### config.mk
export PLATFORM = sky130hd
export DESIGN_NAME = generational_slot_allocator_flat
export DESIGN_NICKNAME = d
export VERILOG_FILES = /design/src/sv/gsa_pkg.sv /design/src/sv/gsa_if.sv /design/src/sv/gsa_gen_mem.sv /design/src/sv/gsa_live.sv /design/src/sv/generational_slot_allocator.sv /design/src/flat_wrapper.sv
export SDC_FILE = /design/constraint.sdc
export NUM_CORES = 1
export LEC_CHECK = 0
export ABC_CLOCK_PERIOD_IN_PS = 3700
export BUFFER_PORTS_ARGS = -buffer_cell sky130_fd_sc_hd__buf_2
export CAP_MARGIN = 40
export CORE_ASPECT_RATIO = 0.5
export CORE_MARGIN = 1.5
export CORE_UTILIZATION = 30
export CTS_CLUSTER_SIZE = 10
export DETAILED_ROUTE_END_ITERATION = 8
export SYNTH_ARGS = -nofsm -noshare
export SYNTH_HDL_FRONTEND = slang
export SYNTH_SLANG_ARGS = --single-unit
### constraint.sdc
create_clock -name clk_i -period 3.7 [get_ports clk_i]
set_input_delay 0.185 -clock clk_i [delete_from_list [all_inputs] [get_ports clk_i]]
set_output_delay 0.185 -clock clk_i [all_outputs]
set_load 0.03 [all_outputs]
### src/sv/gsa_pkg.sv
// shared types and constants of the generational slot allocator
package gsa_pkg;

  // field widths of the command and response beats
  localparam int CmdW    = 2;
  localparam int SlotW   = 3;
  localparam int GenW    = 8;
  localparam int StatusW = 2;

  // default pool shape
  localparam int SlotCountDef = 8;
  localparam int GenBitsDef   = 8;

  typedef enum logic [CmdW-1:0] {
    CMD_CLEAR  = 2'd0,
    CMD_ALLOC  = 2'd1,
    CMD_CANCEL = 2'd2,
    CMD_QUERY  = 2'd3
  } cmd_e;

  typedef enum logic [StatusW-1:0] {
    ST_OK       = 2'd0,
    ST_FULL     = 2'd1,
    ST_NOT_LIVE = 2'd2
  } status_e;

  typedef enum logic [1:0] {
    S_IDLE = 2'b01,
    S_EXEC = 2'b10
  } state_e;

  // live bit update request
  typedef struct packed {
    logic clr;
    logic set;
    logic drop;
  } live_op_t;

  // generation memory control
  typedef struct packed {
    logic rd_en;
    logic wr_en;
    logic clr;
  } mem_ctl_t;

endpackage

### src/sv/gsa_if.sv
// command and response channel interfaces of the slot allocator
interface gsa_cmd_if;
  import gsa_pkg::*;

  logic            valid;
  logic            ready;
  logic [CmdW-1:0] cmd;
  logic [SlotW-1:0] slot_index;
  logic [GenW-1:0] handle_generation;

  modport source (output valid, output cmd, output slot_index, output handle_generation,
                  input ready);
  modport sink   (input valid, input cmd, input slot_index, input handle_generation,
                  output ready);
endinterface

interface gsa_rsp_if;
  import gsa_pkg::*;

  logic               valid;
  logic               ready;
  logic [StatusW-1:0] status;
  logic [SlotW-1:0]   granted_slot;
  logic [GenW-1:0]    granted_generation;
  logic               handle_live;

  modport source (output valid, output status, output granted_slot,
                  output granted_generation, output handle_live, input ready);
  modport sink   (input valid, input status, input granted_slot,
                  input granted_generation, input handle_live, output ready);
endinterface

### src/sv/gsa_gen_mem.sv
// generation memory with per-entry valid bits so that clear resets every entry together
module gsa_gen_mem #(
  parameter int SLOT_COUNT      = gsa_pkg::SlotCountDef,
  parameter int GENERATION_BITS = gsa_pkg::GenBitsDef,
  localparam int AW             = $clog2(SLOT_COUNT)
) (
  input  logic                       clk_i,
  input  logic                       rst_ni,
  input  gsa_pkg::mem_ctl_t          ctl_i,
  input  logic [AW-1:0]              rd_addr_i,
  output logic [GENERATION_BITS-1:0] rd_gen_o,
  input  logic [AW-1:0]              wr_addr_i,
  input  logic [GENERATION_BITS-1:0] wr_gen_i
);
  import gsa_pkg::*;

  logic [GENERATION_BITS-1:0] mem_q [SLOT_COUNT];
  logic [GENERATION_BITS-1:0] rd_data_q;
  logic [SLOT_COUNT-1:0]      vld_q;
  logic                       rd_vld_q;

  always_ff @(posedge clk_i) begin
    if (ctl_i.wr_en) begin
      mem_q[wr_addr_i] <= wr_gen_i;
    end
    if (ctl_i.rd_en) begin
      rd_data_q <= mem_q[rd_addr_i];
    end
  end

  // never-written or cleared entries read as generation zero
  always_ff @(posedge clk_i or negedge rst_ni) begin
    if (!rst_ni) begin
      vld_q    <= '0;
      rd_vld_q <= 1'b0;
    end else begin
      if (ctl_i.clr) begin
        vld_q <= '0;
      end else if (ctl_i.wr_en) begin
        vld_q[wr_addr_i] <= 1'b1;
      end
      if (ctl_i.rd_en) begin
        rd_vld_q <= vld_q[rd_addr_i];
      end
    end
  end

  assign rd_gen_o = rd_vld_q ? rd_data_q : '0;

endmodule

### src/sv/gsa_live.sv
// live bits of the pool with lowest-free-slot encoder
module gsa_live #(
  parameter int SLOT_COUNT = gsa_pkg::SlotCountDef,
  localparam int AW        = $clog2(SLOT_COUNT)
) (
  input  logic              clk_i,
  input  logic              rst_ni,
  input  gsa_pkg::live_op_t op_i,
  input  logic [AW-1:0]     addr_i,
  input  logic              in_range_i,
  output logic [AW-1:0]     free_idx_o,
  output logic              full_o,
  output logic              hit_o
);
  import gsa_pkg::*;

  logic [SLOT_COUNT-1:0] live_d, live_q;

  // lowest free slot wins
  always_comb begin
    free_idx_o = '0;
    for (int i = SLOT_COUNT - 1; i >= 0; i--) begin
      if (!live_q[i]) begin
        free_idx_o = AW'(i);
      end
    end
  end

  assign full_o = &live_q;
  assign hit_o  = in_range_i && live_q[addr_i];

  always_comb begin
    live_d = live_q;
    if (op_i.clr) begin
      live_d = '0;
    end else if (op_i.set) begin
      live_d[free_idx_o] = 1'b1;
    end else if (op_i.drop) begin
      live_d[addr_i] = 1'b0;
    end
  end

  always_ff @(posedge clk_i or negedge rst_ni) begin
    if (!rst_ni) begin
      live_q <= '0;
    end else begin
      live_q <= live_d;
    end
  end

endmodule

### src/sv/generational_slot_allocator.sv
// top level of the generational slot allocator
//
// A pool of SLOT_COUNT slots, each with a live bit and a GENERATION_BITS wide wrapping
// generation; a handle is a slot index plus a generation. Commands arrive as beats on
// req_i (clear, allocate, cancel, query) and each produces exactly one response beat on
// rsp_o. Allocate grants the lowest free slot and returns its current generation, or
// status full; cancel frees a live slot and advances its generation so stale handles die;
// query reports whether a handle is still live. In S_IDLE the accept cycle resolves the
// slot from the live flops and starts the generation memory read; in S_EXEC the block
// uses the registered read data, writes back the advanced generation of a cancelled
// live slot and loads the response register, waiting there while the previous
// response is still held on rsp_o. No new command is taken until the current one has
// left S_EXEC. A new command is accepted while the previous response still waits on
// rsp_o. Clear resets every entry together through per-entry valid bits; there is no
// clearing pass after reset. Slot indices at or beyond SLOT_COUNT count as free slots.
module generational_slot_allocator #(
  parameter int SLOT_COUNT      = gsa_pkg::SlotCountDef,
  parameter int GENERATION_BITS = gsa_pkg::GenBitsDef
) (
  input  logic            clk_i,
  input  logic            rst_ni,
  gsa_cmd_if.sink         req_i,
  gsa_rsp_if.source       rsp_o
);
  import gsa_pkg::*;

  localparam int AW = $clog2(SLOT_COUNT);
  localparam logic [31:0] GenMask = 32'((64'd1 << GENERATION_BITS) - 64'd1);

  state_e state_d, state_q;

  // command context captured at accept
  cmd_e                       cmd_q;
  logic [AW-1:0]              addr_q;
  logic [GenW-1:0]            hgen_q;
  logic                       hit_q;
  logic                       full_q;

  // response register
  logic                       rsp_valid_q;
  status_e                    rsp_status_q;
  logic [SlotW-1:0]           rsp_slot_q;
  logic [GenW-1:0]            rsp_gen_q;
  logic                       rsp_live_q;

  logic                       acc;
  logic                       load;
  cmd_e                       req_cmd;
  logic [31:0]                idx_ext;
  logic [AW-1:0]              idx_addr;
  logic                       idx_in_range;
  logic [AW-1:0]              free_idx;
  logic                       full;
  logic                       hit;
  logic [AW-1:0]              rd_addr;
  logic [GENERATION_BITS-1:0] rd_gen;
  live_op_t                   live_op;
  mem_ctl_t                   mem_ctl;
  logic [31:0]                grant_ext;
  logic [31:0]                gen_ext;
  logic                       gen_match;

  assign req_cmd      = cmd_e'(req_i.cmd);
  assign req_i.ready  = (state_q == S_IDLE);
  assign acc          = req_i.valid && req_i.ready;

  // slot index mapped onto the pool, out of range reads as a free slot
  assign idx_ext      = 32'(req_i.slot_index);
  assign idx_addr     = idx_ext[AW-1:0];
  assign idx_in_range = idx_ext < 32'(SLOT_COUNT);

  // allocate reads the generation of the slot it grants, others the named slot
  assign rd_addr = (req_cmd == CMD_ALLOC) ? free_idx : idx_addr;

  // live bits change at accept; no command overlaps the next
  assign live_op.clr  = acc && (req_cmd == CMD_CLEAR);
  assign live_op.set  = acc && (req_cmd == CMD_ALLOC) && !full;
  assign live_op.drop = acc && (req_cmd == CMD_CANCEL) && hit;

  // response register free or draining this cycle
  assign load = (state_q == S_EXEC) && (!rsp_valid_q || rsp_o.ready);

  assign mem_ctl.rd_en = acc && (req_cmd != CMD_CLEAR);
  assign mem_ctl.clr   = acc && (req_cmd == CMD_CLEAR);
  assign mem_ctl.wr_en = load && (cmd_q == CMD_CANCEL) && hit_q;

  gsa_live #(
    .SLOT_COUNT (SLOT_COUNT)
  ) u_live (
    .clk_i      (clk_i),
    .rst_ni     (rst_ni),
    .op_i       (live_op),
    .addr_i     (idx_addr),
    .in_range_i (idx_in_range),
    .free_idx_o (free_idx),
    .full_o     (full),
    .hit_o      (hit)
  );

  gsa_gen_mem #(
    .SLOT_COUNT      (SLOT_COUNT),
    .GENERATION_BITS (GENERATION_BITS)
  ) u_gen_mem (
    .clk_i     (clk_i),
    .rst_ni    (rst_ni),
    .ctl_i     (mem_ctl),
    .rd_addr_i (rd_addr),
    .rd_gen_o  (rd_gen),
    .wr_addr_i (addr_q),
    .wr_gen_i  (rd_gen + GENERATION_BITS'(1))
  );

  // handle generation is compared after masking to the stored width
  assign gen_ext   = 32'(rd_gen);
  assign gen_match = (gen_ext == (32'(hgen_q) & GenMask));
  assign grant_ext = 32'(addr_q);

  always_comb begin
    state_d = state_q;
    case (state_q)
      S_IDLE: begin
        if (acc) begin
          state_d = S_EXEC;
        end
      end
      S_EXEC: begin
        if (load) begin
          state_d = S_IDLE;
        end
      end
      default: state_d = S_IDLE;
    endcase
  end

  always_ff @(posedge clk_i or negedge rst_ni) begin
    if (!rst_ni) begin
      state_q     <= S_IDLE;
      rsp_valid_q <= 1'b0;
    end else begin
      state_q <= state_d;
      if (load) begin
        rsp_valid_q <= 1'b1;
      end else if (rsp_o.ready) begin
        rsp_valid_q <= 1'b0;
      end
    end
  end

  // context of the command in flight; the grant address doubles as the write address
  always_ff @(posedge clk_i) begin
    if (acc) begin
      cmd_q  <= req_cmd;
      addr_q <= rd_addr;
      hgen_q <= req_i.handle_generation;
      hit_q  <= hit;
      full_q <= full;
    end
  end

  always_ff @(posedge clk_i) begin
    if (load) begin
      rsp_status_q <= ST_OK;
      rsp_slot_q   <= '0;
      rsp_gen_q    <= '0;
      rsp_live_q   <= 1'b0;
      case (cmd_q)
        CMD_ALLOC: begin
          if (full_q) begin
            rsp_status_q <= ST_FULL;
          end else begin
            rsp_slot_q <= grant_ext[SlotW-1:0];
            rsp_gen_q  <= gen_ext[GenW-1:0];
          end
        end
        CMD_CANCEL: begin
          if (!hit_q) begin
            rsp_status_q <= ST_NOT_LIVE;
          end
        end
        CMD_QUERY: begin
          rsp_live_q <= hit_q && gen_match;
        end
        default: begin
          rsp_status_q <= ST_OK;
        end
      endcase
    end
  end

  assign rsp_o.valid              = rsp_valid_q;
  assign rsp_o.status             = rsp_status_q;
  assign rsp_o.granted_slot       = rsp_slot_q;
  assign rsp_o.granted_generation = rsp_gen_q;
  assign rsp_o.handle_live        = rsp_live_q;

  // every accepted command is in the execute state in the following cycle
  a_acc_exec: assert property (@(posedge clk_i) disable iff (!rst_ni)
    acc |=> (state_q == S_EXEC))
    else $error("accepted command did not reach execute");

  // the generation memory never reads and writes in the same cycle
  a_mem_excl: assert property (@(posedge clk_i) disable iff (!rst_ni)
    !(mem_ctl.rd_en && mem_ctl.wr_en))
    else $error("generation memory read and write overlap");

  // failed commands grant nothing
  a_fail_zero: assert property (@(posedge clk_i) disable iff (!rst_ni)
    (rsp_valid_q && (rsp_status_q != ST_OK)) |-> ((rsp_slot_q == '0) && (rsp_gen_q == '0)))
    else $error("grant fields set on failed command");

  // a live handle answer only comes with an ok status
  a_live_ok: assert property (@(posedge clk_i) disable iff (!rst_ni)
    (rsp_valid_q && rsp_live_q) |-> (rsp_status_q == ST_OK))
    else $error("handle live with error status");

  // a response is loaded only from the execute state
  a_load_exec: assert property (@(posedge clk_i) disable iff (!rst_ni)
    $rose(rsp_valid_q) |-> $past(state_q == S_EXEC))
    else $error("response loaded outside execute");

endmodule

### src/flat_wrapper.sv
// flat-port wrapper written by rule: the top's interface ports become plain ports
module generational_slot_allocator_flat import gsa_pkg::*;
#(
  parameter int SLOT_COUNT      = gsa_pkg::SlotCountDef,
  parameter int GENERATION_BITS = gsa_pkg::GenBitsDef
)
  (clk_i, rst_ni, req_i_valid, req_i_cmd, req_i_slot_index, req_i_handle_generation, req_i_ready, rsp_o_valid, rsp_o_status, rsp_o_granted_slot, rsp_o_granted_generation, rsp_o_handle_live, rsp_o_ready);
  gsa_cmd_if req_i_i ();
  gsa_rsp_if rsp_o_i ();
  input  logic clk_i;
  input  logic rst_ni;
  input wire logic [$bits(req_i_i.valid)-1:0] req_i_valid;
  input wire logic [$bits(req_i_i.cmd)-1:0] req_i_cmd;
  input wire logic [$bits(req_i_i.slot_index)-1:0] req_i_slot_index;
  input wire logic [$bits(req_i_i.handle_generation)-1:0] req_i_handle_generation;
  output wire logic [$bits(req_i_i.ready)-1:0] req_i_ready;
  output wire logic [$bits(rsp_o_i.valid)-1:0] rsp_o_valid;
  output wire logic [$bits(rsp_o_i.status)-1:0] rsp_o_status;
  output wire logic [$bits(rsp_o_i.granted_slot)-1:0] rsp_o_granted_slot;
  output wire logic [$bits(rsp_o_i.granted_generation)-1:0] rsp_o_granted_generation;
  output wire logic [$bits(rsp_o_i.handle_live)-1:0] rsp_o_handle_live;
  input wire logic [$bits(rsp_o_i.ready)-1:0] rsp_o_ready;
  assign req_i_i.valid = req_i_valid;
  assign req_i_i.cmd = req_i_cmd;
  assign req_i_i.slot_index = req_i_slot_index;
  assign req_i_i.handle_generation = req_i_handle_generation;
  assign req_i_ready = req_i_i.ready;
  assign rsp_o_valid = rsp_o_i.valid;
  assign rsp_o_status = rsp_o_i.status;
  assign rsp_o_granted_slot = rsp_o_i.granted_slot;
  assign rsp_o_granted_generation = rsp_o_i.granted_generation;
  assign rsp_o_handle_live = rsp_o_i.handle_live;
  assign rsp_o_i.ready = rsp_o_ready;
  generational_slot_allocator #(.SLOT_COUNT(SLOT_COUNT), .GENERATION_BITS(GENERATION_BITS)) u_core (.clk_i(clk_i), .rst_ni(rst_ni), .req_i(req_i_i), .rsp_o(rsp_o_i));
endmodule
* Word-level counts from Yosys, hierarchy flattened
Memory sizes are Yosys's and may differ from the RTL's. A register that Yosys moved wholly into a read port is not among the register bits.
Index checks and enable logic that the tools add are counted.
** Cells by class
- $add $sub $neg :: 1
- Order comparisons :: 8
- Equality and inequality tests :: 10
- Mux-type cells :: 35
- Bitwise logic cells :: 5
- Reductions and logical operators :: 26
** Operator list (count)
- two-way mux 8 bit :: 6
- two-way mux 3 bit :: 9
- less-than comparator 3 x 4 -> 1 bit, second input constant :: 5
- bitwise OR 8 bit :: 2
- logical AND 1 bit :: 15
- two-way mux 1 bit :: 10
- demux 1 bit (select 3 bit) :: 3
- greater-or-equal comparator 3 x 1 -> 1 bit, second input constant :: 3
- adder 8 x 1 -> 8 bit, second input constant :: 1
- AND 8 bit :: 1
- == test 2 bit, second input constant :: 4
- == test 8 bit :: 1
- NOT 8 bit :: 1
- one-hot mux 2 bit (2 select lines) :: 2
- AND reduction 8 bit :: 1
- binary-select mux 1 bit (select 3 bit) :: 2
- == test 2 x 1 -> 1 bit, second input constant :: 3
- two-way mux 2 bit :: 3
- nonzero test 2 bit :: 3
- nonzero test 3 bit :: 1
- logical NOT 1 bit :: 2
- logical NOT 2 bit :: 1
- != test 2 x 1 -> 1 bit, second input constant :: 1
- != test 2 bit, second input constant :: 1
- 4 further kinds :: 4
** Storage, ports and cells
- Register bits after elaboration :: 49
- RAM bits :: 64
- Bits of input ports :: 17
- Output and inout bits :: 16
- Logic and storage cells :: 100
- Memories :: 1
** Memories
- u_core.u_gen_mem.mem_q :: words 8, width 8, rd ports 1, clocked after Yosys merged registers in 1, wr ports 1, RTL line gsa_gen_mem.sv:17 : logic [GENERATION_BITS-1:0] mem_q [SLOT_COUNT];

* Depth between registers and ports, before layout
Gate-level depths: netlist of run 1.
- Word-level depth :: 15
- Depth in mapped cells :: 9
- Depth with buffers taken out :: 7

* Modules after synthesis
Synthesis of run 1 repeated with hierarchy kept, for this count alone.
** Unflattened totals
- Cells, all modules :: 310
- Area, all modules :: 5133.7 um^2
** Modules (own cells, without submodules)
- gsa_gen_mem :: times used 1, cells an instance 148, area an instance 3178.0 um^2, sequential area each 2387.3 um^2
- generational_slot_allocator :: times used 1, cells an instance 99, area an instance 1416.4 um^2, sequential area each 947.2 um^2
- gsa_live :: times used 1, cells an instance 63, area an instance 539.3 um^2, sequential area each 200.2 um^2

* Least setup slack after synthesis of run 1
Ideal clock, no wire load.
- Path kind :: register to register
- Start point :: register u_core.rsp_valid_q, in the netlist u_core.rsp_o.valid
- End point :: memory u_core.u_gen_mem.mem_q[0][0] in the netlist's numbering, enable pin
- Setup time :: 0.386 ns
- Arrival time :: 2.368 ns
- Data required time :: 3.314 ns
- Path slack :: 0.946 ns
- Cell stages (with the launch flop) :: 6
- Path buffers :: 0
- Clock period less this slack :: 2.754 ns
- Cell sequence :: dfrtp_1 > nand2b_1 > nor2b_1 > and3_1 > nand2b_1 > nor3_1
** Between the ends
- Longest elaborated chain between the ends :: 7
** Ends and longest elaborated chain
- start, declared :: RTL line generational_slot_allocator.sv:40 : logic rsp_valid_q;
- start signal, assigned :: RTL line generational_slot_allocator.sv:138 : rsp_valid_q <= 1'b0;
- start signal, assigned :: RTL line generational_slot_allocator.sv:142 : rsp_valid_q <= 1'b1;
- start signal, assigned :: RTL line generational_slot_allocator.sv:144 : rsp_valid_q <= 1'b0;
- logical NOT 1 bit :: RTL line generational_slot_allocator.sv:81 : assign load = (state_q == S_EXEC) && (!rsp_valid_q || rsp_o.ready);
- logical OR 1 bit :: RTL line generational_slot_allocator.sv:81
- logical AND 1 bit :: RTL line generational_slot_allocator.sv:81
- via u_core.load :: RTL line generational_slot_allocator.sv:47 : logic load;
- logical AND 1 bit (2 in series) :: RTL line generational_slot_allocator.sv:85 : assign mem_ctl.wr_en = load && (cmd_q == CMD_CANCEL) && hit_q;
- two-way mux 1 bit :: RTL line gsa_gen_mem.sv:23 : if (ctl_i.wr_en) begin
- two-way mux 1 bit (not written as such) :: RTL line gsa_gen_mem.sv:24 : mem_q[wr_addr_i] <= wr_gen_i;
- end, declared :: RTL line gsa_gen_mem.sv:17
The timed path passes the listed nets, and every way through them passes these cells.

* Worst setup path in the final report of run 1
- Start point :: register u_core.u_live.live_q[1]
- End point :: register u_core.u_gen_mem.rd_data_q[6], read port of u_core.u_gen_mem.mem_q, data pin
** Between the ends
- Longest elaborated chain between the ends :: 3
** Ends and longest elaborated chain
- start, declared :: RTL line gsa_live.sv:17 : logic [SLOT_COUNT-1:0] live_d, live_q;
- start signal, assigned :: RTL line gsa_live.sv:47 : live_q <= live_d;
- two-way mux 3 bit (2 in series) :: RTL line gsa_live.sv:23 : if (!live_q[i]) begin
- two-way mux 3 bit :: RTL line generational_slot_allocator.sv:73 : assign rd_addr = (req_cmd == CMD_ALLOC) ? free_idx : idx_addr;
- end, declared :: RTL line gsa_gen_mem.sv:18 : logic [GENERATION_BITS-1:0] rd_data_q;
No other way between the ends.
A chain may end at the register's enable or synchronous reset.

==> results of run 1 <==
## worst max-delay path: cells and delay by family, from the launching register on
family	cells	cell delay, ps
muxes	3	650
buffers and inverters	1	540
DFF	1	530
AOI/OAI and AO/OA	1	220
and+or+nand+nor	1	160
## path summary, 6_finish.rpt
check / startpoint / end / slack [ps] / depth (start not counted)
hold reg to reg: u_core.u_gen_mem.vld_q[0] / u_core.u_gen_mem.vld_q[0] / 490 / 1
min in group asynchronous: rst_ni / u_core.u_live.live_q[5] / 270 / 2
setup reg to reg: u_core.u_live.live_q[1] / u_core.u_gen_mem.rd_data_q[6] / 1320 / 6
setup / recovery: u_core.u_live.live_q[1] / u_core.u_gen_mem.rd_data_q[6] / 1320 / 6
hold / removal: req_i_cmd[1] / u_core.cmd_q[1] / 60 / 1
max in group asynchronous: rst_ni / u_core.state_q[0] / 3090 / 2
## state kept, by name, summed over array words and instances (netlist names)
register / flops
u_core.u_gen_mem.mem_q: 64
u_core.hgen_q: 8
u_core.rsp_o.granted_generation: 8
u_core.u_gen_mem.rd_data_q: 8
u_core.u_gen_mem.vld_q: 8
u_core.u_live.live_q: 8
u_core.addr_q: 3
u_core.rsp_o.granted_slot: 3
u_core.cmd_q: 2
u_core.rsp_o.status: 2
u_core.state_q: 2
u_core.full_q: 1
u_core.hit_q: 1
u_core.rsp_o.handle_live: 1
u_core.rsp_o.valid: 1
u_core.u_gen_mem.rd_vld_q: 1
## layer usage
metal | up-vias | GRT usage (%)
li1 | 1556 | -
met1 | 1557 | 15.45
met2 | 77 | 21.36
met3 | 8 | 3.178
met4 | 0 | 4.413
met5 | - | 0
## repair_timing
action,in CTS,in global routing
endpoints found under the setup margin,0,0
buffers inserted,0,0
endpoints found under the hold margin,27,0
hold buffers,9,0
## cells by family (layout without fill, tap and decap cells)
logic type               after synthesis  after routing  synth area share [%]
buffers and inverters                 27             95                 2.581
AO/OA/AOI/OAI                         50             50                 6.301
XOR/XNOR                              10             10                 1.628
adder cells (fa/ha/maj)                4              4                0.9301
flip-flops                           121            121                 65.68
AND/OR/NAND/NOR                      113            113                 11.09
multiplexers                          61             61                 11.79
## through the flow
stage                     instance area, um^2  hold slack, ps  utilization [%]
after floorplan                          5381          -110.6                -
after global routing                     6538           52.87            37.39
final                                    6538           61.96            37.39
after global placement                   5841           162.4            33.40
after CTS                                6538           49.87            37.39
after detailed placement                 5841           172.0            33.40
## cells in the mapped netlist, types with 3 or more instances
cell	instances
dfrtp_1	19
clkbuf_1	6
xnor2_1	8
nand2b_1	7
nor2b_1	7
nand4_1	5
o21a_1	9
mux2_2	8
nand3b_1	5
nor3_1	7
o21ai_0	11
and2_1	8
nor2_1	24
inv_1	10
a31oi_1	3
and3_1	6
edfxtp_1	101
nand3_1	11
ha_1	4
buf_4	4
mux2i_1	51
buf_2	4
a21oi_1	8
nand2_1	23
a22oi_1	4
a21boi_0	3
## cell type report
cell class	instances	share of cell area [%]
well taps	234	4.478
flip-flops and latches	121	54.07
clock buffers	18	6.565
clock inverters	13	2.718
inverters	11	0.6316
multi-input cells	238	26.33
repair buffers	53	5.206
## power breakdown
part           total, mW  leakage [nW]  switching (mW)  internal [mW]
Clock               1.69         0.286           0.572           1.12
Sequential          1.62          1.20          0.0485           1.57
Combinational      0.341         0.953           0.214          0.128
==> results.py, run 1 <==
metrics = {
    "clock_tree": {
        "cts_tree": "yes",
        "clk_latency_ps": 410,
        "clockBufferDepth": 2,
        "cts_resized": 0,
        "cts.sinks": 121,
        "cts_root_buffer": "clkbuf_16",
        "clk_pin_slew_ps": 50,
        "htreeDepth": 4,
        "numCtsBuffers": 17,
    },
    "placement": {
        "placed_cells": 648,
        "hpwl_um": 6977,
        "port_buffers": 32,
        "pre_cts_slack_ps": 1283,
        "routabilityCongestion": 0.8217,
    },
    "setup_path": {
        "worst_setup_path_end_kind": "flip-flop",
        "critical_path_required_ps": 3860,
        "critPathMostFrequentCell": "mux2i_1",
        "start_kind": "flip-flop",
        "crit_chain": "nand2_1 -> o31ai_4 -> buf_4 -> mux2i_1 -> mux2i_1 -> mux2_2",
        "critPathMaxStageDelay_ps": 540,
        "critPathMaxFanout": 36,
        "cp_slowest_cell": "buf_4",
        "critPathKind": "reg -> reg",
        "worstPathArrival_ps": 2540,
    },
    "power_and_ir_drop": {
        "power.density_mw_per_mm2": 558.6,
        "power.leakage_nw": 2.443,
        "vdd_drop_max_mv": 0.1898,
        "power.total_mw": 3.652,
    },
    "timing": {
        "hold_viol": 0,
        "finalSetupViolCount": 0,
        "rsz0062_at_grt": "false",
        "fin_crit_sh_pct": 64.32,
        "skew_ps": 10.43,
        "setup_tns_ps": 0,
        "layout_setup_ws_ps": 1320,
        "drv_slew": 0,
        "worstMarginPinSlew_ps": 694.7,
        "timing.slew.headroom_pct": 53.59,
        "max_freq_mhz": 420.2,
        "finalCriticalPeriod_ps": 2380,
    },
    "route": {
        "wl_met2_um": 5431,
        "wl_met3_um": 502,
        "wirelength_met1_um": 4996,
        "first_pass_iters": 5,
        "wl_per_cell_um": 16.08,
        "vias": 3198,
        "drt_iter0_drc": 218,
        "ant_nets": 0,
        "drc_errors": 0,
        "wirelength_um": 11060,
        "top_layer": "met4",
        "via_per_inst": 4.648,
    },
    "finish": {
        "diodes": 0,
        "fillers": 1621,
        "layout_commonest_cell": "edfxtp_1",
        "instances_no_fill": 688,
        "drive_above_1_share_pct": 20.93,
        "seq_area_mm2": 0.003535,
        "multi_input_area_mm2": 0.001722,
        "final_nets": 463,
        "area_growth_pct": 21.48,
        "mostFrequentLayoutCells": "edfxtp_1, mux2i_1, buf_2, nor2_1, nand2_1",
    },
    "grt": {
        "antenna_found_initial": 0,
        "overflow": 0,
        "grt_pass1_wl_um": 17640,
        "grt_max_degree": 37,
        "track_usage_pct": 12.54,
        "grt_pass1_vias": 3303,
    },
    "outcome": {
        "outcome": "completed",
    },
    "logic_synthesis": {
        "mappedNetlistNets": 407,
        "synth.distinct_cells": 53,
        "yosysTopAreaCell": "edfxtp_1",
        "yosysWarnings": 0,
        "synth_area_mm2": 0.005381,
        "seq_area_frac_synth_pct": 65.68,
        "syn_inst": 386,
        "synthTopCellsByArea": "edfxtp_1, mux2i_1, dfrtp_1, mux2_2, nor2_1",
        "synth.avg_cell_area_um2": 13.94,
        "async_flop_share_pct": 16.53,
        "ys_ff_latch": 121,
        "synth_top_area_share_pct": 56.36,
        "synth_edf_count": 101,
        "synth_ff_type": "edfxtp_1",
    },
    "floorplanning": {
        "initial_core_util_pct": 30.78,
        "fp.dieH_um": 97.71,
        "dieArea_mm2": 0.01880,
        "coreArea_mm2": 0.01748,
        "rows": 34,
        "die_w_um": 192.4,
        "io_pins": 33,
    },
    "min_path": {
        "hold_path.class": "in -> reg",
    },
    "job": {
        "cap_violations": 0,
    },
}
Note: power is estimated with default switching activity, not from simulation.
==> inputs of run 2 (changes only) <==
- ABC_AREA: unset -> 1
- ABC_CLOCK_PERIOD_IN_PS: 3700 -> 2050
- clock period: 3.7 -> 2.05 ns (I/O delays scaled with it)
==> results.py, run 2 <==
metrics = {
    "setup_path": {
        "worstPathArrival_ps": 2090,
        "reg2reg_depth": 16,
        "critPathMaxStageDelay_ps": 400,
        "cp_slowest_cell": "dfrtp_1",
        "timing.rr.end": "u_core.u_gen_mem.rd_data_q[4]",
        "critPathKind": "reg -> reg",
        "r2r_slack_ps": 110,
        "critPathMaxFanout": 5,
        "critical_path_required_ps": 2200,
        "crit_chain": "inv_2 -> nand2_1 -> nand2_1 -> nand2_1 -> nand2_1 -> nand2_1 -> nand2_2 -> nand3_4 -> buf_12 -> nand2_4 -> buf_4 -> a21oi_1 -> o21ai_0 -> nand2_1 -> nand2_1 -> nand2_1",
        "worst_setup_path_end_kind": "flip-flop",
        "critPathMostFrequentCell": "nand2_1",
        "regToRegStartpoint": "u_core.u_live.live_q[7]",
        "start_kind": "flip-flop",
    },
    "clock_tree": {
        "clk_latency_ps": 410,
        "htreeDepth": 4,
        "cts_root_buffer": "clkbuf_16",
        "cts.sinks": 121,
        "cts_tree": "yes",
        "numCtsBuffers": 17,
        "clk_pin_slew_ps": 60,
        "clockBufferDepth": 2,
    },
    "power_and_ir_drop": {
        "pwr-share-seq_pct": 41.1,
        "power.clock.fraction_pct": 45.1,
        "vdd_drop_max_mv": 0.5441,
        "power.leakage_nw": 2.861,
        "power.density_mw_per_mm2": 1049,
        "p_sw_mw": 1.837,
        "swShare_pct": 25.36,
        "comb_power_share_pct": 13.8,
        "p_int_mw": 5.407,
    },
    "logic_synthesis": {
        "async_flop_share_pct": 16.53,
        "ys_ff_latch": 121,
        "synth_ff_type": "edfxtp_1",
        "synth_area_mm2": 0.005375,
        "synthTopCellsByArea": "edfxtp_1, dfrtp_1, nand2_1, inv_1, a21oi_1",
        "mappedNetlistNets": 530,
        "synth_edf_count": 101,
        "synth.distinct_cells": 37,
        "synth_top_area_share_pct": 56.42,
        "ys_top_cells_by_count": "edfxtp_1, nand2_1, inv_1",
        "seq_area_frac_synth_pct": 65.76,
        "yosysMostFrequentCell": "edfxtp_1",
        "yosysWarnings": 0,
        "synth.avg_cell_area_um2": 10.56,
        "yosysTopAreaCell": "edfxtp_1",
        "syn_inst": 509,
    },
    "route": {
        "ant_nets": 0,
        "first_pass_iters": 5,
        "drt_iter0_drc": 265,
        "wl_per_cell_um": 14.55,
        "wirelength_um": 12270,
        "via_per_inst": 4.610,
        "vias": 3886,
        "drc_errors": 0,
    },
    "grt": {
        "overflow": 0,
        "track_usage_pct": 13.56,
        "grt_pass1_wl_um": 19100,
        "antenna_found_initial": 0,
        "grt_pass1_vias": 3731,
        "grt_max_degree": 26,
    },
    "placement": {
        "routabilityCongestion": 0.9044,
        "placed_cells": 791,
        "pre_cts_slack_ps": 107.2,
        "hpwl_um": 7964,
        "port_buffers": 32,
    },
    "floorplanning": {
        "coreArea_mm2": 0.01744,
        "die_w_um": 192.3,
        "fp.dieH_um": 97.65,
        "dieArea_mm2": 0.01878,
        "rows": 34,
        "io_pins": 33,
        "initial_core_util_pct": 30.82,
    },
    "finish": {
        "mostFrequentLayoutCells": "edfxtp_1, nand2_1, inv_1, nor2_1, a21oi_1",
        "final_util_pct": 39.61,
        "drive_above_1_share_pct": 19.87,
        "diodes": 0,
        "regMostFlops": "u_core.u_gen_mem.mem_q",
        "final_nets": 617,
        "area_growth_pct": 28.51,
        "instances_no_fill": 843,
        "largest_reg_flops": 64,
        "layout_commonest_cell": "edfxtp_1",
    },
    "timing": {
        "hold_slack_ps": 85.26,
        "setup_tns_ps": 0,
        "skew_ps": 12.32,
        "max_freq_mhz": 516.0,
        "worstMarginPinSlew_ps": 607.9,
        "timing.slew.headroom_pct": 59.34,
        "finalCriticalPeriod_ps": 1938,
        "fin_crit_sh_pct": 94.54,
        "drv_slew": 0,
        "finalSetupViolCount": 0,
        "layout_setup_ws_ps": 111.9,
        "hold_viol": 0,
    },
    "job": {
        "cap_violations": 0,
    },
    "min_path": {
        "hold_path.class": "in -> reg",
        "worstHoldEndpoint": "u_core.u_live.live_q[1]",
        "hp-start": "req_i_slot_index[0]",
        "hold_depth": 4,
    },
    "outcome": {
        "outcome": "completed",
    },
}
run 2: cell count changes after synthesis, sizes merged, moves of 7 or more:
cell / previous run / this run
o21ai: 11 / 40
a21oi: 8 / 40
nand2: 24 / 89
nor2: 24 / 49
mux2i: 51 / 1
and2: 8 / 0
inv: 11 / 83
o21a: 9 / 2
nand2b: 7 / 0
nand3: 11 / 30
nor2b: 7 / 0
mux2: 9 / 0
and3: 7 / 0
run 2: what timing repair did:
action / CTS / global route
setup buffers: 0 / 6
hold buffers: 12 / 0
hold endpoints to repair: 30 / 0
resized for setup: 0 / 13
setup endpoints to repair: 0 / 17
run 2: routing by layer:
layer,wire length (um),part of all wire (%),vias up,track usage (%)
li1,-,-,1892,-
met1,5620,46,1890,17.77
met2,5844,48,86,21.56
met3,578,4.7,18,3.322
met4,221,1.8,0,5.367
met5,0,0,-,0
run 2: per-stage QoR:
stage	total power [mW]	instance area, um^2
after floorplan	3.614	5394
after global placement	3.890	5997
after detailed placement	3.910	5997
after CTS	7.200	6765
after global routing	7.538	6908
final	7.244	6908
run 2: final cells by class:
| cell class | count | area (um^2) |
|---|---|---|
| Clock buffer | 18 | 429.2 |
| Sequential cell | 121 | 3535 |
| Tap cell | 234 | 292.8 |
| Fill cell | 1668 | 10530 |
| Inverter | 83 | 317.8 |
| Timing Repair Buffer | 82 | 624.3 |
| Multi-Input combinational cell | 291 | 1490 |
| Clock inverter | 14 | 219.0 |
run 2: worst max-delay path by stage:
stage	start	endpoint	slack, ps	depth (start not counted)
finish	u_core.u_live.live_q[7]	u_core.u_gen_mem.rd_data_q[4]	110	16
global route	u_core.u_live.live_q[7]	u_core.u_gen_mem.rd_data_q[4]	-30	16
CTS	u_core.u_live.live_q[7]	u_core.u_gen_mem.rd_data_q[1]	80	15
detailed placement	u_core.u_live.live_q[7]	u_core.u_gen_mem.rd_data_q[1]	110	15
global placement	u_core.u_live.live_q[7]	u_core.u_gen_mem.rd_data_q[1]	140	15
floorplan	u_core.rsp_o.valid	u_core.u_gen_mem.mem_q[2][0]	80	7
run 2: power groups by stage:
stage | logic, mW | registers [mW] | clock network (mW)
after floorplan | 0.601 | 3.01 | 0
after global placement | 0.877 | 3.01 | 0
after detailed placement | 0.896 | 3.01 | 0
after CTS | 0.922 | 2.97 | 3.31
after global routing | 1.11 | 2.99 | 3.43
final | 1.00 | 2.98 | 3.27
run 2: worst max-delay path: cells and delay by family (launching register included):
family	cells	cell delay [ps]
buf+inv	3	340
compound gates	2	160
flops	1	400
simple gates	11	760
run 2: cell families (layout without fill, tap and decap cells):
family | count (synthesis) | count (layout) | share of synthesized area, %
DFF | 121 | 121 | 65.76
muxes | 1 | 1 | 0.1862
buffers and inverters | 98 | 197 | 7.798
AOI/OAI and AO/OA | 92 | 92 | 9.032
and+or+nand+nor | 182 | 183 | 14.50
adders and majority gates | 4 | 4 | 0.9311
xor gates and xnor gates | 11 | 11 | 1.792
==> inputs of run 3 (changes only) <==
- ABC_CLOCK_PERIOD_IN_PS: 2050 -> 2000
- CORE_MARGIN: 1.5 -> 3
- REMOVE_ABC_BUFFERS: unset -> 1
- clock period: 2.05 -> 2 ns (I/O delays scaled with it)
==> results.py, run 3 (same netlist as run 2, synthesis figures left out) <==
metrics = {
    "clock_tree": {
        "htreeDepth": 4,
        "clk_pin_slew_ps": 60,
        "clockBufferDepth": 2,
        "cts_tree": "yes",
        "cts_root_buffer": "clkbuf_16",
        "numCtsBuffers": 17,
        "cts.sinks": 121,
        "clk_latency_ps": 420,
    },
    "power_and_ir_drop": {
        "power.density_mw_per_mm2": 1066,
        "power.leakage_nw": 2.847,
        "vdd_drop_max_mv": 0.6423,
        "power.total_mw": 7.334,
    },
    "floorplanning": {
        "rows": 33,
        "dieArea_mm2": 0.01966,
        "io_pins": 33,
        "coreArea_mm2": 0.01697,
        "die_w_um": 195.3,
        "initial_core_util_pct": 31.67,
        "fp.dieH_um": 100.7,
    },
    "placement": {
        "placed_cells": 783,
        "hpwl_um": 7606,
        "port_buffers": 32,
        "routabilityCongestion": 0.9143,
    },
    "finish": {
        "diodes": 0,
        "instances_no_fill": 832,
        "drive_above_1_share_pct": 19.34,
        "final_nets": 613,
        "layout_commonest_cell": "edfxtp_1",
        "final_util_pct": 40.54,
        "regMostFlops": "u_core.u_gen_mem.mem_q",
        "largest_reg_flops": 64,
        "area_growth_pct": 27.98,
        "mostFrequentLayoutCells": "edfxtp_1, nand2_1, inv_1, nor2_1, a21oi_1",
    },
    "setup_path": {
        "critPathMaxFanout": 11,
        "critPathMaxStageDelay_ps": 400,
        "cp_slowest_cell": "dfrtp_1",
        "critPathMostFrequentCell": "nand2_1",
        "crit_chain": "inv_2 -> nand2_1 -> nand2_1 -> nand2_1 -> nand2_1 -> nand2_1 -> nand2_2 -> nand3_4 -> nand2_8 -> buf_12 -> a21oi_1 -> o21ai_0 -> nand2_1 -> nand2_1 -> nand2_1",
        "start_kind": "flip-flop",
        "critPathKind": "reg -> reg",
        "worst_setup_path_end_kind": "flip-flop",
        "worstPathArrival_ps": 2060,
        "crit_family": "simple AND/OR/NAND/NOR gates",
        "critical_path_required_ps": 2160,
        "crit_buf_inv": 2,
    },
    "timing": {
        "setup_tns_ps": 0,
        "finalCriticalPeriod_ps": 1900,
        "rsz0062_at_grt": "true",
        "skew_ps": 12.02,
        "hold_slack_ps": 26.97,
        "drv_slew": 0,
        "finalSetupViolCount": 0,
        "fin_crit_sh_pct": 94.99,
        "timing.slew.headroom_pct": 58.63,
        "max_freq_mhz": 526.4,
        "worstMarginPinSlew_ps": 618.5,
        "hold_viol": 0,
    },
    "route": {
        "drt_iter0_drc": 273,
        "vias": 3827,
        "wirelength_um": 11950,
        "ant_nets": 0,
        "wl_per_cell_um": 14.37,
        "first_pass_iters": 4,
        "drc_errors": 0,
        "via_per_inst": 4.600,
    },
    "outcome": {
        "outcome": "completed",
    },
    "grt": {
        "overflow": 0,
        "antenna_found_initial": 0,
        "track_usage_pct": 12.11,
        "grt_max_degree": 44,
        "grt_pass1_wl_um": 18290,
        "grt_pass1_vias": 3723,
    },
    "min_path": {
        "hold_path.class": "in -> reg",
    },
    "job": {
        "cap_violations": 0,
    },
}
[run 3: changes by cell type in the layout (fill, tap and decap cells not counted), sizes merged]
cell / previous run / this run
buf: 69 / 64
bufinv: 5 / 4
clkbuf: 19 / 20
clkinv: 5 / 3
clkinvlp: 2 / 3
inv: 85 / 88
nand2: 90 / 89
[run 3: worst paths after layout]
path / start / end / slack, ps / cells after the start
min reg2reg: u_core.u_gen_mem.vld_q[2] / u_core.u_gen_mem.vld_q[2] / 490 / 1
min in group asynchronous: rst_ni / u_core.u_live.live_q[6] / 180 / 2
max reg2reg: u_core.u_live.live_q[7] / u_core.u_gen_mem.rd_data_q[3] / 100 / 15
min: req_i_valid / u_core.state_q[1] / 30 / 3
max: u_core.u_live.live_q[7] / u_core.u_gen_mem.rd_data_q[3] / 100 / 15
max in group asynchronous: rst_ni / u_core.state_q[0] / 1460 / 2
[run 3: worst reg2reg max path, delay by kind of cell, from the launching register on]
kind	cells	cell delay (ps)
buf+inv	2	230
flops	1	400
compound gates	2	170
simple gates	11	850
[run 3: per-layer routing]
metal	GRT usage, %	up-vias	share of wire, %
li1	-	1875	-
met1	14.73	1847	46
met2	20.84	82	48
met3	2.337	23	3.5
met4	6.240	0	2.3
met5	0	-	0
[run 3: power by group]
group	switching [mW]	leakage [nW]	total (mW)	internal, mW
logic	0.658	1.34	1.04	0.386
registers	0.0952	1.20	3.04	2.94
clock network	1.14	0.303	3.25	2.11
[run 3: through the flow]
step | cell area [um^2] | setup slack (ps)
2_1_floorplan | 5268 | -552.7
4_1_cts | 6740 | 20.43
6_report | 6879 | 100.2
5_1_grt | 6879 | -12.08
3_3_place_gp | 5974 | 42.67
3_5_place_dp | 5974 | 30.30
[run 3: what timing repair did]
action	4_1_cts	5_1_grt
hold buffers	12	0
buffers inserted	0	2
endpoints found under the setup margin	8	28
endpoints found under the hold margin	31	0
gates resized for setup	1	15
pin swaps	0	4
gates cloned	0	3
[run 3: final cells by class]
type,instances,area (um^2)
fillers,1559,10090
clock inverters,15,215.2
clock buffers,17,425.4
repair buffers,79,633.1
flip-flops and latches,121,3535
inverters,83,314.1
well taps,227,284.0
multi-input cells,290,1473
